[config.mk]
export PLATFORM = sky130hd
export DESIGN_NAME = striped_bitmap_block_allocator
export DESIGN_NICKNAME = d
export VERILOG_FILES = /design/src/hw/rtl/sbba_pkg.sv /design/src/hw/rtl/sbba_ram.sv /design/src/hw/rtl/sbba_ctrl.sv /design/src/hw/rtl/sbba_dp.sv /design/src/hw/rtl/striped_bitmap_block_allocator.sv
export VERILOG_INCLUDE_DIRS = /design/src /design/src/hw/rtl
export SDC_FILE = /design/constraint.sdc
export NUM_CORES = 2
export LEC_CHECK = 0
export BUFFER_PORTS_ARGS = -buffer_cell sky130_fd_sc_hd__buf_4
export CORE_AREA = 5 5 280 555
export CTS_CLUSTER_SIZE = 28
export DETAILED_ROUTE_END_ITERATION = 6
export DIE_AREA = 0 0 285 560
export GPL_TIMING_DRIVEN = 0
export PLACE_DENSITY = 0.57
export RECOVER_POWER = 25
export SYNTH_ARGS = -nofsm -noshare
export SYNTH_HDL_FRONTEND = slang
export SYNTH_SLANG_ARGS = --single-unit
[constraint.sdc]
create_clock -name clk -period 20.1 [get_ports clk]
set_input_delay 3.015 -clock clk [delete_from_list [all_inputs] [get_ports clk]]
set_output_delay 3.015 -clock clk [all_outputs]
set_load 0.01 [all_outputs]
[src/hw/rtl/striped_bitmap_block_allocator_assert.svh]
// Assertion macros used by the block allocator datapath
`ifndef STRIPED_BITMAP_BLOCK_ALLOCATOR_ASSERT_SVH
`define STRIPED_BITMAP_BLOCK_ALLOCATOR_ASSERT_SVH

// Check a condition in the same cycle as its trigger (needs clk and rst_n in scope)
`define SBBA_ASSERT_IMPL(lbl, ante, cons, msg) \
  lbl: assert property (@(posedge clk) disable iff (!rst_n) (ante) |-> (cons)) \
    else $error(msg);

// Check a condition in the cycle after its trigger
`define SBBA_ASSERT_NEXT(lbl, ante, cons, msg) \
  lbl: assert property (@(posedge clk) disable iff (!rst_n) (ante) |=> (cons)) \
    else $error(msg);

`endif

[src/hw/rtl/sbba_pkg.sv]
// Shared constants, codes and controller/datapath interface types of the block allocator
`timescale 1ns / 1ps
`default_nettype none

package sbba_pkg;

  // Default map size in bits
  localparam int unsigned MAP_BITS_DEF = 1024;

  // Map word geometry (one map word is one stripe word)
  localparam int unsigned WORD_W  = 64;
  localparam int unsigned OFS_W   = 6;
  localparam int unsigned POS_W   = 11;
  localparam int unsigned WSEL_W  = POS_W - OFS_W;
  localparam int unsigned POS_MAX = (1 << POS_W) - 1;

  // Field widths
  localparam int unsigned CMD_W  = 2;
  localparam int unsigned SIDX_W = 10;
  localparam int unsigned WIDX_W = 4;
  localparam int unsigned SLEN_W = 11;
  localparam int unsigned SC_W   = 11;
  localparam int unsigned BIDX_W = WIDX_W + OFS_W;
  localparam int unsigned R_W    = BIDX_W + SC_W + 1;
  localparam int unsigned CNT_W  = 16;
  localparam int unsigned BLK_W  = 64;
  localparam int unsigned STAT_W = 2;

  // Stream and configuration port widths
  localparam int unsigned IN_DATA_W  = 96;
  localparam int unsigned OUT_DATA_W = 80;
  localparam int unsigned CFG_AW     = 2;
  localparam int unsigned CFG_DW     = 64;

  // Register reset values
  localparam int unsigned REGION_RST  = 1024;
  localparam int unsigned STRIPES_RST = 1;

  localparam logic [CNT_W-1:0] CNT_MAX = '1;

  typedef enum logic [CMD_W-1:0] {
    CMD_CLEAR = 2'd0,
    CMD_LOAD  = 2'd1,
    CMD_ALLOC = 2'd2
  } cmd_t;

  typedef enum logic [STAT_W-1:0] {
    STAT_OK       = 2'd0,
    STAT_NO_SPACE = 2'd1,
    STAT_DROPPED  = 2'd2
  } stat_t;

  typedef enum logic [CFG_AW-1:0] {
    CFG_BASE    = 2'd0,
    CFG_REGION  = 2'd1,
    CFG_STRIPES = 2'd2
  } cfg_idx_t;

  // Controller to datapath commands
  typedef struct packed {
    logic latch;
    logic clr_start;
    logic clr_step;
    logic ld_calc;
    logic ld_rd;
    logic ld_oor;
    logic ld_wr;
    logic ld_next;
    logic al_start;
    logic al_scan;
    logic al_step;
    logic al_hit;
    logic al_miss;
    logic push;
  } sbba_ctl_t;

  // Datapath to controller status
  typedef struct packed {
    logic clr_last;
    logic bit_ok;
    logic bit_last;
    logic r_ok;
    logic al_empty;
    logic al_found;
    logic al_last;
    logic out_free;
  } sbba_sts_t;

endpackage

`default_nettype wire

[src/hw/rtl/sbba_ram.sv]
// Generic single-write, single-read RAM with registered read data
`timescale 1ns / 1ps
`default_nettype none

module sbba_ram #(
  parameter int unsigned WIDTH = 64,
  parameter int unsigned DEPTH = 16,
  parameter int unsigned AW    = (DEPTH > 1) ? $clog2(DEPTH) : 1
) (
  input  logic             clk,
  input  logic             we,
  input  logic [AW-1:0]    waddr,
  input  logic [WIDTH-1:0] wdata,
  input  logic [AW-1:0]    raddr,
  output logic [WIDTH-1:0] rdata
);

  logic [WIDTH-1:0] mem [DEPTH];

  // Write port and registered read port
  always_ff @(posedge clk) begin
    if (we) begin
      mem[waddr] <= wdata;
    end
    rdata <= mem[raddr];
  end

endmodule

`default_nettype wire

[src/hw/rtl/sbba_ctrl.sv]
// Command sequencer of the block allocator: clear sweep, load bit walk, allocate scan
`timescale 1ns / 1ps
`default_nettype none

module sbba_ctrl (
  input  logic                         clk,
  input  logic                         rst_n,
  input  logic                         in_tvalid,
  input  logic [sbba_pkg::CMD_W-1:0]   in_tuser,
  output logic                         in_tready,
  input  sbba_pkg::sbba_sts_t          sts_i,
  output sbba_pkg::sbba_ctl_t          ctl_o
);

  import sbba_pkg::*;

  typedef enum logic [7:0] {
    S_INIT    = 8'b0000_0001,
    S_IDLE    = 8'b0000_0010,
    S_CLEAR   = 8'b0000_0100,
    S_LD_BIT  = 8'b0000_1000,
    S_LD_CHK  = 8'b0001_0000,
    S_LD_WR   = 8'b0010_0000,
    S_AL_SCAN = 8'b0100_0000,
    S_DONE    = 8'b1000_0000
  } state_t;

  state_t state_r;
  state_t state_nxt;

  // Next state and command decode
  always_comb begin
    state_nxt = state_r;
    ctl_o     = '0;
    in_tready = 1'b0;
    unique case (state_r)
      S_INIT: begin
        ctl_o.clr_step = 1'b1;
        if (sts_i.clr_last) begin
          state_nxt = S_IDLE;
        end
      end
      S_IDLE: begin
        in_tready = 1'b1;
        if (in_tvalid) begin
          ctl_o.latch = 1'b1;
          unique case (cmd_t'(in_tuser))
            CMD_CLEAR: begin
              ctl_o.clr_start = 1'b1;
              state_nxt       = S_CLEAR;
            end
            CMD_LOAD: begin
              state_nxt = S_LD_BIT;
            end
            CMD_ALLOC: begin
              if (sts_i.al_empty) begin
                ctl_o.al_miss = 1'b1;
                state_nxt     = S_DONE;
              end else begin
                ctl_o.al_start = 1'b1;
                state_nxt      = S_AL_SCAN;
              end
            end
            default: begin
              state_nxt = S_DONE;
            end
          endcase
        end
      end
      S_CLEAR: begin
        ctl_o.clr_step = 1'b1;
        if (sts_i.clr_last) begin
          state_nxt = S_DONE;
        end
      end
      S_LD_BIT: begin
        if (sts_i.bit_ok) begin
          ctl_o.ld_calc = 1'b1;
          state_nxt     = S_LD_CHK;
        end else if (sts_i.bit_last) begin
          state_nxt = S_DONE;
        end else begin
          ctl_o.ld_next = 1'b1;
        end
      end
      S_LD_CHK: begin
        ctl_o.ld_rd = 1'b1;
        if (sts_i.r_ok) begin
          state_nxt = S_LD_WR;
        end else begin
          ctl_o.ld_oor = 1'b1;
          if (sts_i.bit_last) begin
            state_nxt = S_DONE;
          end else begin
            ctl_o.ld_next = 1'b1;
            state_nxt     = S_LD_BIT;
          end
        end
      end
      S_LD_WR: begin
        ctl_o.ld_wr = 1'b1;
        if (sts_i.bit_last) begin
          state_nxt = S_DONE;
        end else begin
          ctl_o.ld_next = 1'b1;
          state_nxt     = S_LD_BIT;
        end
      end
      S_AL_SCAN: begin
        ctl_o.al_scan = 1'b1;
        if (sts_i.al_found) begin
          ctl_o.al_hit = 1'b1;
          state_nxt    = S_DONE;
        end else if (sts_i.al_last) begin
          ctl_o.al_miss = 1'b1;
          state_nxt     = S_DONE;
        end else begin
          ctl_o.al_step = 1'b1;
        end
      end
      S_DONE: begin
        if (sts_i.out_free) begin
          ctl_o.push = 1'b1;
          state_nxt  = S_IDLE;
        end
      end
      default: begin
        state_nxt = S_INIT;
      end
    endcase
  end

  // State register; reset starts the map clearing sweep
  always_ff @(posedge clk) begin
    if (!rst_n) begin
      state_r <= S_INIT;
    end else begin
      state_r <= state_nxt;
    end
  end

endmodule

`default_nettype wire

[src/hw/rtl/sbba_dp.sv]
// Datapath of the block allocator: registers, free map memory, scan logic, output stage
`timescale 1ns / 1ps
`default_nettype none
`include "striped_bitmap_block_allocator_assert.svh"

module sbba_dp #(
  parameter int unsigned MAP_BITS = sbba_pkg::MAP_BITS_DEF
) (
  input  logic                              clk,
  input  logic                              rst_n,
  input  logic                              cfg_we,
  input  logic [sbba_pkg::CFG_AW-1:0]       cfg_addr,
  input  logic [sbba_pkg::CFG_DW-1:0]       cfg_wdata,
  input  logic [sbba_pkg::IN_DATA_W-1:0]    in_tdata,
  input  sbba_pkg::sbba_ctl_t               ctl_i,
  output sbba_pkg::sbba_sts_t               sts_o,
  output logic                              out_tvalid,
  input  logic                              out_tready,
  output logic [sbba_pkg::OUT_DATA_W-1:0]   out_tdata,
  output logic [sbba_pkg::STAT_W-1:0]       out_tuser
);

  import sbba_pkg::*;

  localparam int unsigned MAP_WORDS = (MAP_BITS + WORD_W - 1) / WORD_W;
  localparam int unsigned AW        = (MAP_WORDS > 1) ? $clog2(MAP_WORDS) : 1;
  localparam int unsigned MAP_CAP   = (MAP_BITS < POS_MAX) ? MAP_BITS : POS_MAX;
  localparam int unsigned HINT_RST  = (REGION_RST < MAP_CAP) ? REGION_RST : MAP_CAP;

  // Input word layout
  localparam int unsigned SIDX_LSB = 0;
  localparam int unsigned WIDX_LSB = SIDX_LSB + SIDX_W;
  localparam int unsigned WORD_LSB = WIDX_LSB + WIDX_W;
  localparam int unsigned SLEN_LSB = WORD_LSB + WORD_W;

  // Configuration registers
  logic [BLK_W-1:0]  base_r;
  logic [POS_W-1:0]  region_r;
  logic [SC_W-1:0]   sc_r;

  // Latched input word
  logic [SIDX_W-1:0] sidx_r;
  logic [WIDX_W-1:0] widx_r;
  logic [WORD_W-1:0] word_r;
  logic [SLEN_W-1:0] slen_r;

  // Working state
  logic [OFS_W-1:0]  bit_r;
  logic [R_W-1:0]    r_r;
  logic [POS_W-1:0]  hint_r;
  logic [CNT_W-1:0]  cnt_r;
  logic [AW-1:0]     clr_r;
  logic [WSEL_W-1:0] w_r;
  logic              first_r;
  logic              res_hit_r;
  logic [POS_W-1:0]  res_pos_r;
  stat_t             res_stat_r;

  // Output stage
  logic              out_valid_r;
  logic [BLK_W-1:0]  out_blk_r;
  stat_t             out_stat_r;
  logic [CNT_W-1:0]  out_cnt_r;

  // Memory ports
  logic              ram_we;
  logic [AW-1:0]     ram_waddr;
  logic [WORD_W-1:0] ram_wdata;
  logic [AW-1:0]     ram_raddr;
  logic [WORD_W-1:0] ram_rdata;

  // Combinational values
  logic [POS_W-1:0]  size;
  logic [POS_W-1:0]  size_m1;
  logic [BIDX_W-1:0] b;
  logic [R_W-1:0]    r_calc;
  logic [POS_W-1:0]  r_pos;
  logic [AW-1:0]     r_word;
  logic [WORD_W-1:0] r_mask;
  logic              r_ok;
  logic [WSEL_W-1:0] w_inc;
  logic              al_last;
  logic [WORD_W-1:0] lo_mask;
  logic [WORD_W-1:0] hi_mask;
  logic [WORD_W-1:0] cand;
  logic [OFS_W-1:0]  hit_ofs;
  logic [POS_W-1:0]  hit_pos;
  logic              out_free;
  logic [2:0]        map_wr_src;

  // Lowest set bit of a map word
  function automatic logic [OFS_W-1:0] lowest_one(input logic [WORD_W-1:0] v);
    logic [OFS_W-1:0] idx;
    idx = '0;
    for (int k = WORD_W - 1; k >= 0; k--) begin
      if (v[k]) begin
        idx = OFS_W'(k);
      end
    end
    return idx;
  endfunction

  sbba_ram #(
    .WIDTH (WORD_W),
    .DEPTH (MAP_WORDS),
    .AW    (AW)
  ) u_map (
    .clk   (clk),
    .we    (ram_we),
    .waddr (ram_waddr),
    .wdata (ram_wdata),
    .raddr (ram_raddr),
    .rdata (ram_rdata)
  );

  // Region size clamped to the map
  assign size    = (region_r < POS_W'(MAP_CAP)) ? region_r : POS_W'(MAP_CAP);
  assign size_m1 = size - 1'b1;

  // Load: stripe bit index and its region position
  assign b      = {widx_r, bit_r};
  assign r_calc = R_W'(sidx_r) + R_W'(b) * R_W'(sc_r);
  assign r_ok   = r_r < R_W'(size);
  assign r_pos  = r_r[POS_W-1:0];
  assign r_word = AW'(r_pos[POS_W-1:OFS_W]);
  assign r_mask = WORD_W'(1) << r_pos[OFS_W-1:0];

  // Allocate: keep bits from the hint up to the last region bit
  assign w_inc   = w_r + 1'b1;
  assign al_last = (w_r == size_m1[POS_W-1:OFS_W]);
  assign lo_mask = first_r ? ({WORD_W{1'b1}} << hint_r[OFS_W-1:0]) : {WORD_W{1'b1}};
  assign hi_mask = al_last ? ({WORD_W{1'b1}} >> (OFS_W'(WORD_W - 1) - size_m1[OFS_W-1:0]))
                           : {WORD_W{1'b1}};
  assign cand    = ram_rdata & lo_mask & hi_mask;
  assign hit_ofs = lowest_one(cand);
  assign hit_pos = {w_r, hit_ofs};

  assign out_free = !out_valid_r || out_tready;

  // Map write sources, at most one per cycle
  assign map_wr_src = {ctl_i.clr_step, ctl_i.ld_wr, ctl_i.al_hit};

  // Status to the controller
  always_comb begin
    sts_o          = '0;
    sts_o.clr_last = (clr_r == AW'(MAP_WORDS - 1));
    sts_o.bit_ok   = word_r[bit_r] && ({1'b0, b} < slen_r);
    sts_o.bit_last = (bit_r == '1);
    sts_o.r_ok     = r_ok;
    sts_o.al_empty = (hint_r >= size);
    sts_o.al_found = |cand;
    sts_o.al_last  = al_last;
    sts_o.out_free = out_free;
  end

  // Memory write: clear sweep, bit set on load, bit clear on allocate
  always_comb begin
    ram_we    = 1'b0;
    ram_waddr = clr_r;
    ram_wdata = '0;
    if (ctl_i.clr_step) begin
      ram_we    = 1'b1;
      ram_waddr = clr_r;
      ram_wdata = '0;
    end else if (ctl_i.ld_wr) begin
      ram_we    = 1'b1;
      ram_waddr = r_word;
      ram_wdata = ram_rdata | r_mask;
    end else if (ctl_i.al_hit) begin
      ram_we    = 1'b1;
      ram_waddr = AW'(w_r);
      ram_wdata = ram_rdata & ~(WORD_W'(1) << hit_ofs);
    end
  end

  // Memory read: load target, next scan word, or the hint word while idle
  always_comb begin
    if (ctl_i.ld_rd) begin
      ram_raddr = r_word;
    end else if (ctl_i.al_scan) begin
      ram_raddr = AW'(w_inc);
    end else begin
      ram_raddr = AW'(hint_r[POS_W-1:OFS_W]);
    end
  end

  // Control state: configuration, hint, count, sweep counter, output valid
  always_ff @(posedge clk) begin
    if (!rst_n) begin
      base_r      <= '0;
      region_r    <= POS_W'(REGION_RST);
      sc_r        <= SC_W'(STRIPES_RST);
      hint_r      <= POS_W'(HINT_RST);
      cnt_r       <= '0;
      clr_r       <= '0;
      out_valid_r <= 1'b0;
    end else begin
      if (cfg_we) begin
        unique case (cfg_idx_t'(cfg_addr))
          CFG_BASE:    base_r   <= cfg_wdata;
          CFG_REGION:  region_r <= cfg_wdata[POS_W-1:0];
          CFG_STRIPES: sc_r     <= cfg_wdata[SC_W-1:0];
          default: ;
        endcase
      end
      if (ctl_i.clr_start) begin
        hint_r <= size;
        cnt_r  <= '0;
        clr_r  <= '0;
      end
      if (ctl_i.clr_step) begin
        clr_r <= clr_r + 1'b1;
      end
      if (ctl_i.ld_wr) begin
        if (r_pos < hint_r) begin
          hint_r <= r_pos;
        end
        if (cnt_r != CNT_MAX) begin
          cnt_r <= cnt_r + 1'b1;
        end
      end
      if (ctl_i.al_hit) begin
        hint_r <= hit_pos + 1'b1;
        if (cnt_r != '0) begin
          cnt_r <= cnt_r - 1'b1;
        end
      end
      if (ctl_i.push) begin
        out_valid_r <= 1'b1;
      end else if (out_tready) begin
        out_valid_r <= 1'b0;
      end
    end
  end

  // Payload: latched word, bit walk, scan position, result, output word
  always_ff @(posedge clk) begin
    if (ctl_i.latch) begin
      sidx_r     <= in_tdata[SIDX_LSB +: SIDX_W];
      widx_r     <= in_tdata[WIDX_LSB +: WIDX_W];
      word_r     <= in_tdata[WORD_LSB +: WORD_W];
      slen_r     <= in_tdata[SLEN_LSB +: SLEN_W];
      bit_r      <= '0;
      res_hit_r  <= 1'b0;
    end
    if (ctl_i.ld_calc) begin
      r_r <= r_calc;
    end
    if (ctl_i.ld_next) begin
      bit_r <= bit_r + 1'b1;
    end
    // Start each command clean; an allocate on an empty region misses at once
    if (ctl_i.latch) begin
      res_stat_r <= ctl_i.al_miss ? STAT_NO_SPACE : STAT_OK;
    end else if (ctl_i.al_miss) begin
      res_stat_r <= STAT_NO_SPACE;
    end else if (ctl_i.ld_oor) begin
      res_stat_r <= STAT_DROPPED;
    end
    if (ctl_i.al_start) begin
      w_r     <= hint_r[POS_W-1:OFS_W];
      first_r <= 1'b1;
    end
    if (ctl_i.al_step) begin
      w_r     <= w_inc;
      first_r <= 1'b0;
    end
    if (ctl_i.al_hit) begin
      res_hit_r <= 1'b1;
      res_pos_r <= hit_pos;
    end
    if (ctl_i.push) begin
      out_blk_r  <= res_hit_r ? (base_r + BLK_W'(res_pos_r)) : '0;
      out_stat_r <= res_stat_r;
      out_cnt_r  <= cnt_r;
    end
  end

  assign out_tvalid = out_valid_r;
  assign out_tdata  = {out_cnt_r, out_blk_r};
  assign out_tuser  = out_stat_r;

  `SBBA_ASSERT_IMPL(a_push_slot, ctl_i.push, out_free, "result pushed into a full output slot")
  `SBBA_ASSERT_IMPL(a_one_writer, 1'b1, $onehot0(map_wr_src), "two map writes in one cycle")
  `SBBA_ASSERT_IMPL(a_ld_in_range, ctl_i.ld_wr, r_ok, "map bit set outside the region")
  `SBBA_ASSERT_IMPL(a_scan_start, ctl_i.al_start, hint_r < size, "scan started past the region")
  `SBBA_ASSERT_NEXT(a_hint_covers, ctl_i.ld_wr, hint_r <= $past(r_pos), "hint above a new bit")

endmodule

`default_nettype wire

[src/hw/rtl/striped_bitmap_block_allocator.sv]
// Top level of the striped bitmap block allocator
`timescale 1ns / 1ps
`default_nettype none

// Next-fit block allocator over a free bitmap of MAP_BITS bits held in a RAM of
// 64-bit words. Each input word carries one command in in_tuser: clear, load one
// 64-bit word of a stripe bitmap, or allocate one block; every command returns
// exactly one result word. Clear runs a sweep that writes every map word. Load
// walks the 64 stripe bits one by one: a clear or out-of-length bit is skipped,
// a bit outside the region is dropped, and a bit inside is set in the map by a
// read-modify-write of one map word. Allocate reads one map word per cycle from
// the hint word on until it finds a set bit or passes the last region word, and
// misses without a scan when the hint is already past the region.
// The single read port of the map RAM sets the scan pace. After reset the block
// runs the same clearing sweep with in_tready low; configuration writes are
// taken at any time. One command is in work at a time; a finished result sits
// in an output register so the next command is accepted while it waits for
// out_tready.

module striped_bitmap_block_allocator #(
  parameter int unsigned MAP_BITS = sbba_pkg::MAP_BITS_DEF
) (
  input  logic                              clk,
  input  logic                              rst_n,
  // Configuration write port
  input  logic                              cfg_we,
  input  logic [sbba_pkg::CFG_AW-1:0]       cfg_addr,
  input  logic [sbba_pkg::CFG_DW-1:0]       cfg_wdata,
  // Command stream
  input  logic                              in_tvalid,
  output logic                              in_tready,
  // stripe_index[9:0], word_index[13:10], stripe_word[77:14], stripe_len[88:78], zero[95:89]
  input  logic [sbba_pkg::IN_DATA_W-1:0]    in_tdata,
  // cmd[1:0]
  input  logic [sbba_pkg::CMD_W-1:0]        in_tuser,
  // Result stream
  output logic                              out_tvalid,
  input  logic                              out_tready,
  // block_number[63:0], free_count[79:64]
  output logic [sbba_pkg::OUT_DATA_W-1:0]   out_tdata,
  // status[1:0]
  output logic [sbba_pkg::STAT_W-1:0]       out_tuser
);

  import sbba_pkg::*;

  sbba_ctl_t ctl;
  sbba_sts_t sts;

  sbba_ctrl u_ctrl (
    .clk       (clk),
    .rst_n     (rst_n),
    .in_tvalid (in_tvalid),
    .in_tuser  (in_tuser),
    .in_tready (in_tready),
    .sts_i     (sts),
    .ctl_o     (ctl)
  );

  sbba_dp #(
    .MAP_BITS (MAP_BITS)
  ) u_dp (
    .clk        (clk),
    .rst_n      (rst_n),
    .cfg_we     (cfg_we),
    .cfg_addr   (cfg_addr),
    .cfg_wdata  (cfg_wdata),
    .in_tdata   (in_tdata),
    .ctl_i      (ctl),
    .sts_o      (sts),
    .out_tvalid (out_tvalid),
    .out_tready (out_tready),
    .out_tdata  (out_tdata),
    .out_tuser  (out_tuser)
  );

endmodule

`default_nettype wire

# Word-level counts from Yosys, hierarchy flattened
# Memories as Yosys holds them, arrays and structs flattened. A register that Yosys moved wholly into a read port is not among the register bits.
# Index checks and enable logic that the tools add are counted.
[totals] reg_bits=345 mem_bits_rw=1024 output_inout_bits=84 memories=1
[classes] addsub=10 n_mul=1 n_lt_le_gt_ge=6 n_eq_ne=22 shift=4 n_mux=146 bitwise=5 reduce_logical=17
[mem_list] memory="u_dp.u_map.mem" depth=16 word_bits=64 rd=1 rd_clocked_by_memory_dff=1 write_ports=1 line="sbba_ram.sv:18" source="logic [WIDTH-1:0] mem [DEPTH];"
[ops] op="$mux 6" n=66
[ops] op="$mux 64" n=5
[ops] op="$and 64x64->64" n=3
[ops] op="$shl 1x6->64 const A" n=2
[ops] op="$mux 8" n=11
[ops] op="$mux 16" n=5
[ops] op="$add 64x11->64" n=1
[ops] op="$not 64->64" n=1
[ops] op="$or 64x64->64" n=1
[ops] op="$pmux 8 s8" n=1
[ops] op="$reduce_or 64->1" n=1
[ops] op="$shl 64x6->64 const A" n=1
[ops] op="$shr 64x6->64 const A" n=1
[ops] op="$mux 11" n=5
[ops] op="$mux 1" n=33
[ops] op="$mux 4" n=7
[ops] op="$pmux 8 s3" n=1
[ops] op="$add 10x21->22" n=1
[ops] op="$lt 22x11->1" n=1
[ops] op="$mul 10x11->21" n=1
[ops] op="$add 16x1->16 const B" n=1
[ops] op="$ne 16x16->1 const B" n=1
[ops] op="$reduce_bool 16->1" n=1
[ops] op="$sub 16x1->16 const B" n=1
[ops] op="43 further kinds" n=59

# Longest topological paths before layout
[logic_depth] ltp_word=77 ltp_mapped=26 ltp_nobuf=23

# Hierarchy
# A second synthesis with hierarchy kept.
[unflattened] cells_unflattened=4631 area_unflattened_um2=65929.5
[modules_own_cells] module="sbba_ram" instances=1 cells_per_inst=1647 area_each_um2=39581.7
[modules_own_cells] module="sbba_dp" instances=1 cells_per_inst=2895 area_each_um2=25617.1
[modules_own_cells] module="sbba_ctrl" instances=1 cells_per_inst=89 area_each_um2=730.7

# Worst setup path after synthesis
# No wires, ideal clock.
[synth_path] path_type="reg-to-reg" start="register u_dp.region_r[10]" end="memory u_dp.u_map.mem[2][0], enable pin" arrival_time_ps=7147 t_required_ps=19614 setup_slack_ps=12467 stages_incl_launch_ff=22 synth_period_minus_slack_ps=7633 cell_sequence="dfxtp_1 > clkbuf_1 > buf_4 > inv_1 > nand2_1 > ha_1 > nor2b_1 > clkbuf_1 > o311a_1 > nand2_1 > o311ai_0 > nor4b_1 > o221ai_1 > nor3_1 > nand3_1 > nand2_1 > inv_2 > nand2b_1 > nor2_1 > nor2_1 > or2_1 > nor2_1"
[synth_via] elab_chain_cells=15
[synth_rtl] element="from (decl)" line="sbba_dp.sv:38" source="logic [POS_W-1:0] region_r;"
[synth_rtl] element="from (signal assigned)" line="sbba_dp.sv:191" source="region_r <= POS_W'(REGION_RST);"
[synth_rtl] element="from (signal assigned)" line="sbba_dp.sv:201" source="CFG_REGION: region_r <= cfg_wdata[POS_W-1:0];"
[synth_rtl] element="$lt 11x11->1" line="sbba_dp.sv:117" source="assign size = (region_r < POS_W'(MAP_CAP)) ? region_r : POS_W'(MAP_CAP);"
[synth_rtl] element="$mux 11 (*)" line="sbba_dp.sv:117"
[synth_rtl] element="$sub 11x1->11 (*)" line="sbba_dp.sv:118" source="assign size_m1 = size - 1'b1;"
[synth_rtl] element="$sub 6x6->6" line="sbba_dp.sv:132" source="assign hi_mask = al_last ? ({WORD_W{1'b1}} >> (OFS_W'(WORD_W - 1) - size_m1[OFS_W-1:0]))"
[synth_rtl] element="$shr 64x6->64" line="sbba_dp.sv:132"
[synth_rtl] element="$mux 64 (*)" line="sbba_dp.sv:132"
[synth_rtl] element="$and 64x64->64 (*)" line="sbba_dp.sv:134" source="assign cand = ram_rdata & lo_mask & hi_mask;"
[synth_rtl] element="$reduce_or 64->1 (*)" line="sbba_dp.sv:151" source="sts_o.al_found = |cand;"
[synth_rtl] element="$mux 1 (*)" line="sbba_ctrl.sv:111" source="if (sts_i.al_found) begin"
[synth_rtl] element="$mux 3 (*)" line="sbba_ctrl.sv:36" source="unique case (state_r)"
[synth_rtl] element="$mux 1" line="sbba_dp.sv:169" source="end else if (ctl_i.al_hit) begin"
[synth_rtl] element="$mux 1" line="sbba_dp.sv:165" source="end else if (ctl_i.ld_wr) begin"
[synth_rtl] element="$mux 1" line="sbba_dp.sv:161" source="if (ctl_i.clr_step) begin"
[synth_rtl] element="$mux 1" line="sbba_ram.sv:22" source="if (we) begin"
[synth_rtl] element="$mux 1 (not written as such)" line="sbba_ram.sv:23" source="mem[waddr] <= wdata;"
[synth_rtl] element="to (decl)" line="sbba_ram.sv:18"
# Mark *: on every way between the ends. The rest lies on a longest branch, timed or not.

==> impl_metrics.sql <==
INSERT INTO impl_metrics (metric_group, metric, value, unit) VALUES
('status', 'run_status', 'complete, but fails checks', ''),
('status', 'failed_checks', 'capacitance limit, slew limit', ''),
('power', 'vdd.ir_drop.worst', '90.9', 'uV'),
('routing', 'detail_route.wirelength', '243', 'mm'),
('clocking', 'cts_sink_cnt', '1433', ''),
('routing', 'via_count', '50040', ''),
('synth', 'largest_area_contributor_in_the_synthesized_netlist', 'sky130_fd_sc_hd__edfxtp_1', ''),
('clocking', 'ctsHoldBuffers', '0', ''),
('routing', 'routed_wire_length_per_instance', '29.6', 'um'),
('floorplan', 'core_area', '0.151', 'mm2'),
('synth', 'synth.cells.most_frequent', 'sky130_fd_sc_hd__edfxtp_1, sky130_fd_sc_hd__nand2_1, sky130_fd_sc_hd__a211oi_1, sky130_fd_sc_hd__a21oi_1, sky130_fd_sc_hd__and2_1', ''),
('synth', 'synth.top_cell.area_share', '0.556', ''),
('synth', 'synth_sequential_area_ratio', '0.613', ''),
('sta', 'drv_slew', '250', ''),
('sta', 'rsz_0062_raised_after_global_routing', 'false', ''),
('clocking', 'cts.htree.levels', '4', ''),
('synth', 'ys_top_cells_by_area', 'sky130_fd_sc_hd__edfxtp_1, sky130_fd_sc_hd__dfxtp_1, sky130_fd_sc_hd__nand2_1, sky130_fd_sc_hd__a211oi_1, sky130_fd_sc_hd__and2_1', ''),
('floorplan', 'floorplan.rows', '202', ''),
('clocking', 'post_cts.resized_instances', '0', ''),
('floorplan', 'start_util', '0.445', ''),
('routing', 'post_drt_via_cell_ratio', '6.08', ''),
('floorplan', 'io_pins', '253', ''),
('synth', 'yosys_register_bits', '1433', ''),
('critical_path', 'critical_path_required', '20530', 'ps'),
('sta', 'clock_tree_skew_after_final_layout', '61.1', 'ps'),
('place', 'place.port_buffers', '245', ''),
('final_layout', 'post_route_cells_drive_above_1_share', '0.0904', ''),
('global_route', 'global_route.usage.total', '0.294', ''),
('routing', 'first_pass_iters', '6', ''),
('synth', 'post_synth_inst_count', '5726', ''),
('place', 'dp_hpwl', '180', 'mm'),
('final_layout', 'post-route-cell-area', '0.0766', 'mm2'),
('sta', 'finalCriticalPeriod', '11660', 'ps'),
('sta', 'fin_crit_sh', '0.580', ''),
('synth', 'synthArstFlopShare', '0', ''),
('floorplan', 'fp.dieW', '285', 'um'),
('clocking', 'tritoncts', 'built', ''),
('sta', 'setup_viol_count_final', '0', ''),
('routing', 'drt_drc_violations_left', '0', ''),
('sta', 'slew_headroom', '-0.829', ''),
('synth', 'synth_edf_count', '1241', ''),
('hold_path', 'hold_path_class', 'register to register', ''),
('power', 'leakagePower', '27.6', 'nW'),
('clocking', 'post-cts-setup-buffers', '0', ''),
('power', 'power-per-cell-area', '92.4', 'mW/mm2'),
('global_route', 'via_count_of_the_first_global_routing_pass', '48814', ''),
('final_layout', 'syn_to_final_growth', '14.1', '%'),
('critical_path', 'path_max_fanout', '20', ''),
('critical_path', 'critical_path.startpoint_type', 'register', ''),
('clocking', 'clock_latency_on_the_worst_skew_pair', '800', 'ps'),
('global_route', 'gr-total-overflow', '0', ''),
('sta', 'fmaxAchievable', '0.0858', 'GHz'),
('final_layout', 'layout.nets', '6567', ''),
('clocking', 'clockBufferDepth', '4', ''),
('critical_path', 'end_kind', 'register', ''),
('clocking', 'cts_buffers', '139', ''),
('sta', 'tightestPinTransition', '2740', 'ps'),
('sta', 'final-hold-violation-count', '0', ''),
('synth', 'ys_warn_count', '0', ''),
('synth', 'postSynthAreaPerCell', '11.7', 'um2'),
('synth', 'synth_nets', '6104', ''),
('routing', 'detail-route-antenna-nets', '0', ''),
('run', 'timing.max_cap.violations', '12', ''),
('synth', 'post-synth-top-count-cell', 'sky130_fd_sc_hd__edfxtp_1', ''),
('global_route', 'grt_first_pass_wirelength', '345', 'mm'),
('critical_path', 'worst_ep_arrival_time', '12080', 'ps'),
('place', 'placer_congestion', '1.07', ''),
('global_route', 'grt_antenna_before_repair', '8', ''),
('floorplan', 'die_height', '560', 'um'),
('sta', 'tns', '0', 'ps'),
('floorplan', 'die_area', '0.160', 'mm2'),
('critical_path', 'worst-setup-path-type', 'register to register', ''),
('clocking', 'root_buffer', 'sky130_fd_sc_hd__clkbuf_16', ''),
('place', 'dpl-instance-area', '0.0728', 'mm2'),
('synth', 'synth.lib_cells_used.distinct', '108', ''),
('clocking', 'clock_transition_time_at_the_flip_flop_clock_pins_of_the_worst_setup_and_hold_paths', '70', 'ps'),
('routing', 'drtIter0Drc', '5400', ''),
('synth', 'synth_flop_type', 'sky130_fd_sc_hd__edfxtp_1', ''),
('global_route', 'grt_max_degree', '49', ''),
('final_layout', 'postLayoutCoreUtil', '0.507', ''),
('synth', 'mappedNetlistArea', '0.0671', 'mm2');
routing by layer:
metal  GRT usage  up-vias  share of wire
li1            -    22302              -
met1       0.388    25059           0.40
met2       0.489     2169           0.48
met3      0.0341      510          0.061
met4       0.137        0          0.058
met5           0        -              0
metrics by stage:
stage	total power [mW]	hold WS, ps	setup slack [ps]	cells
2_1_floorplan	4.12	400	12470	5726
3_3_place_gp	4.61	422	5670	7909
3_5_place_dp	4.62	426	10510	7984
4_1_cts	7.11	443	10440	8221
5_1_grt	7.31	446	8350	8226
6_report	7.08	442	8440	8226
final timing paths:
check        cells after the start  slack (ps)                                to                            from
max                             21        8440  u_dp.u_map.mem[11][22]$_DFFE_PP_  u_dp.region_r[10]$_SDFFE_PN1P_
min                              0         440       u_dp.out_cnt_r[5]$_DFFE_PP_        u_dp.cnt_r[5]$_SDFF_PN0_
max reg2reg                     21        8440  u_dp.u_map.mem[11][22]$_DFFE_PP_  u_dp.region_r[10]$_SDFFE_PN1P_
min reg2reg                      0         440       u_dp.out_cnt_r[5]$_DFFE_PP_        u_dp.cnt_r[5]$_SDFF_PN0_
kinds of logic after synthesis:
| kind of cell | share of synthesized area |
|---|---|
| and+or+nand+nor | 0.131 |
| AOI/OAI and AO/OA | 0.153 |
| DFF | 0.613 |
| buffers and inverters | 0.0335 |
| adders and majority gates | 0.0482 |
| muxes | 0.0136 |
| xor gates and xnor gates | 0.00783 |
placed cells by master (no fill, tap or decap), drive strengths merged, types with 24 or more instances in the layout:
| cell | instances |
|---|---|
| nor3 | 60 |
| nand3 | 75 |
| and3 | 24 |
| nor2 | 236 |
| o211ai | 27 |
| a31oi | 165 |
| o31ai | 25 |
| xor2 | 31 |
| a211oi | 358 |
| clkinv | 39 |
| edfxtp | 1241 |
| dfxtp | 192 |
| buf | 202 |
| clkbuf | 680 |
| a21o | 50 |
| ha | 127 |
| a21oi | 356 |
| nand4 | 38 |
| or3 | 42 |
| o21ai | 213 |
| nand2 | 916 |
| and2 | 333 |
| xnor2 | 29 |
| inv | 198 |
| a311oi | 141 |
| fa | 82 |
| mux2i | 29 |
final cells by class:
| type | instances | area [um2] |
|---|---|---|
| Clock inverter | 55 | 417 |
| Timing Repair Buffer | 322 | 2660 |
| Clock buffer | 182 | 3760 |
| Buffer | 379 | 1500 |
| Tap cell | 1938 | 2420 |
| Antenna cell | 3 | 7.51 |
| Sequential cell | 1433 | 41100 |
| Multi-Input combinational cell | 3722 | 24000 |
| Inverter | 192 | 722 |
| Fill cell | 13411 | 74300 |
registers in the layout, indices dropped and copies added (netlist names), 2 cells and up:
register,flops
u_dp.sidx_r,10
u_dp.sc_r,11
u_dp.clr_r,4
u_dp.cnt_r,16
u_dp.out_cnt_r,16
u_dp.u_map.mem,1024
u_dp.r_r,22
u_dp.word_r,64
u_dp.widx_r,4
u_dp.region_r,11
u_dp.u_map.rdata,64
u_dp.out_blk_r,64
u_dp.base_r,64
u_dp.slen_r,11
u_dp.out_tuser,2
u_dp.res_pos_r,11
u_dp.hint_r,11
u_dp.bit_r,6
u_dp.res_stat_r,2
u_ctrl.state_r,8
u_dp.w_r,5
where the power goes:
part / leakage, nW / switching, mW / internal [mW]
registers: 14.9 / 0.145 / 3.40
logic: 10.7 / 0.697 / 0.344
clock network: 2.04 / 1.11 / 1.38
total: 27.6 / 1.95 / 5.13
worst max-delay path, stage by stage (launching register included):
cell,delay (ps)
sky130_fd_sc_hd__dfxtp_1,410
sky130_fd_sc_hd__clkbuf_1,350
sky130_fd_sc_hd__clkbuf_1,520
sky130_fd_sc_hd__inv_1,390
sky130_fd_sc_hd__nand2_1,380
sky130_fd_sc_hd__ha_1,380
sky130_fd_sc_hd__or4b_1,580
sky130_fd_sc_hd__a21o_1,200
sky130_fd_sc_hd__o2111a_1,160
sky130_fd_sc_hd__o41ai_1,1350
sky130_fd_sc_hd__clkbuf_1,880
sky130_fd_sc_hd__clkbuf_1,810
sky130_fd_sc_hd__o22ai_1,240
sky130_fd_sc_hd__nand4_1,220
sky130_fd_sc_hd__nor3_1,180
sky130_fd_sc_hd__nand3_1,220
sky130_fd_sc_hd__nand2_1,280
sky130_fd_sc_hd__inv_1,330
sky130_fd_sc_hd__clkbuf_1,770
sky130_fd_sc_hd__clkbuf_1,1280
sky130_fd_sc_hd__o21ai_0,500
sky130_fd_sc_hd__a21oi_2,810
Power figures use the tool's default switching activity.
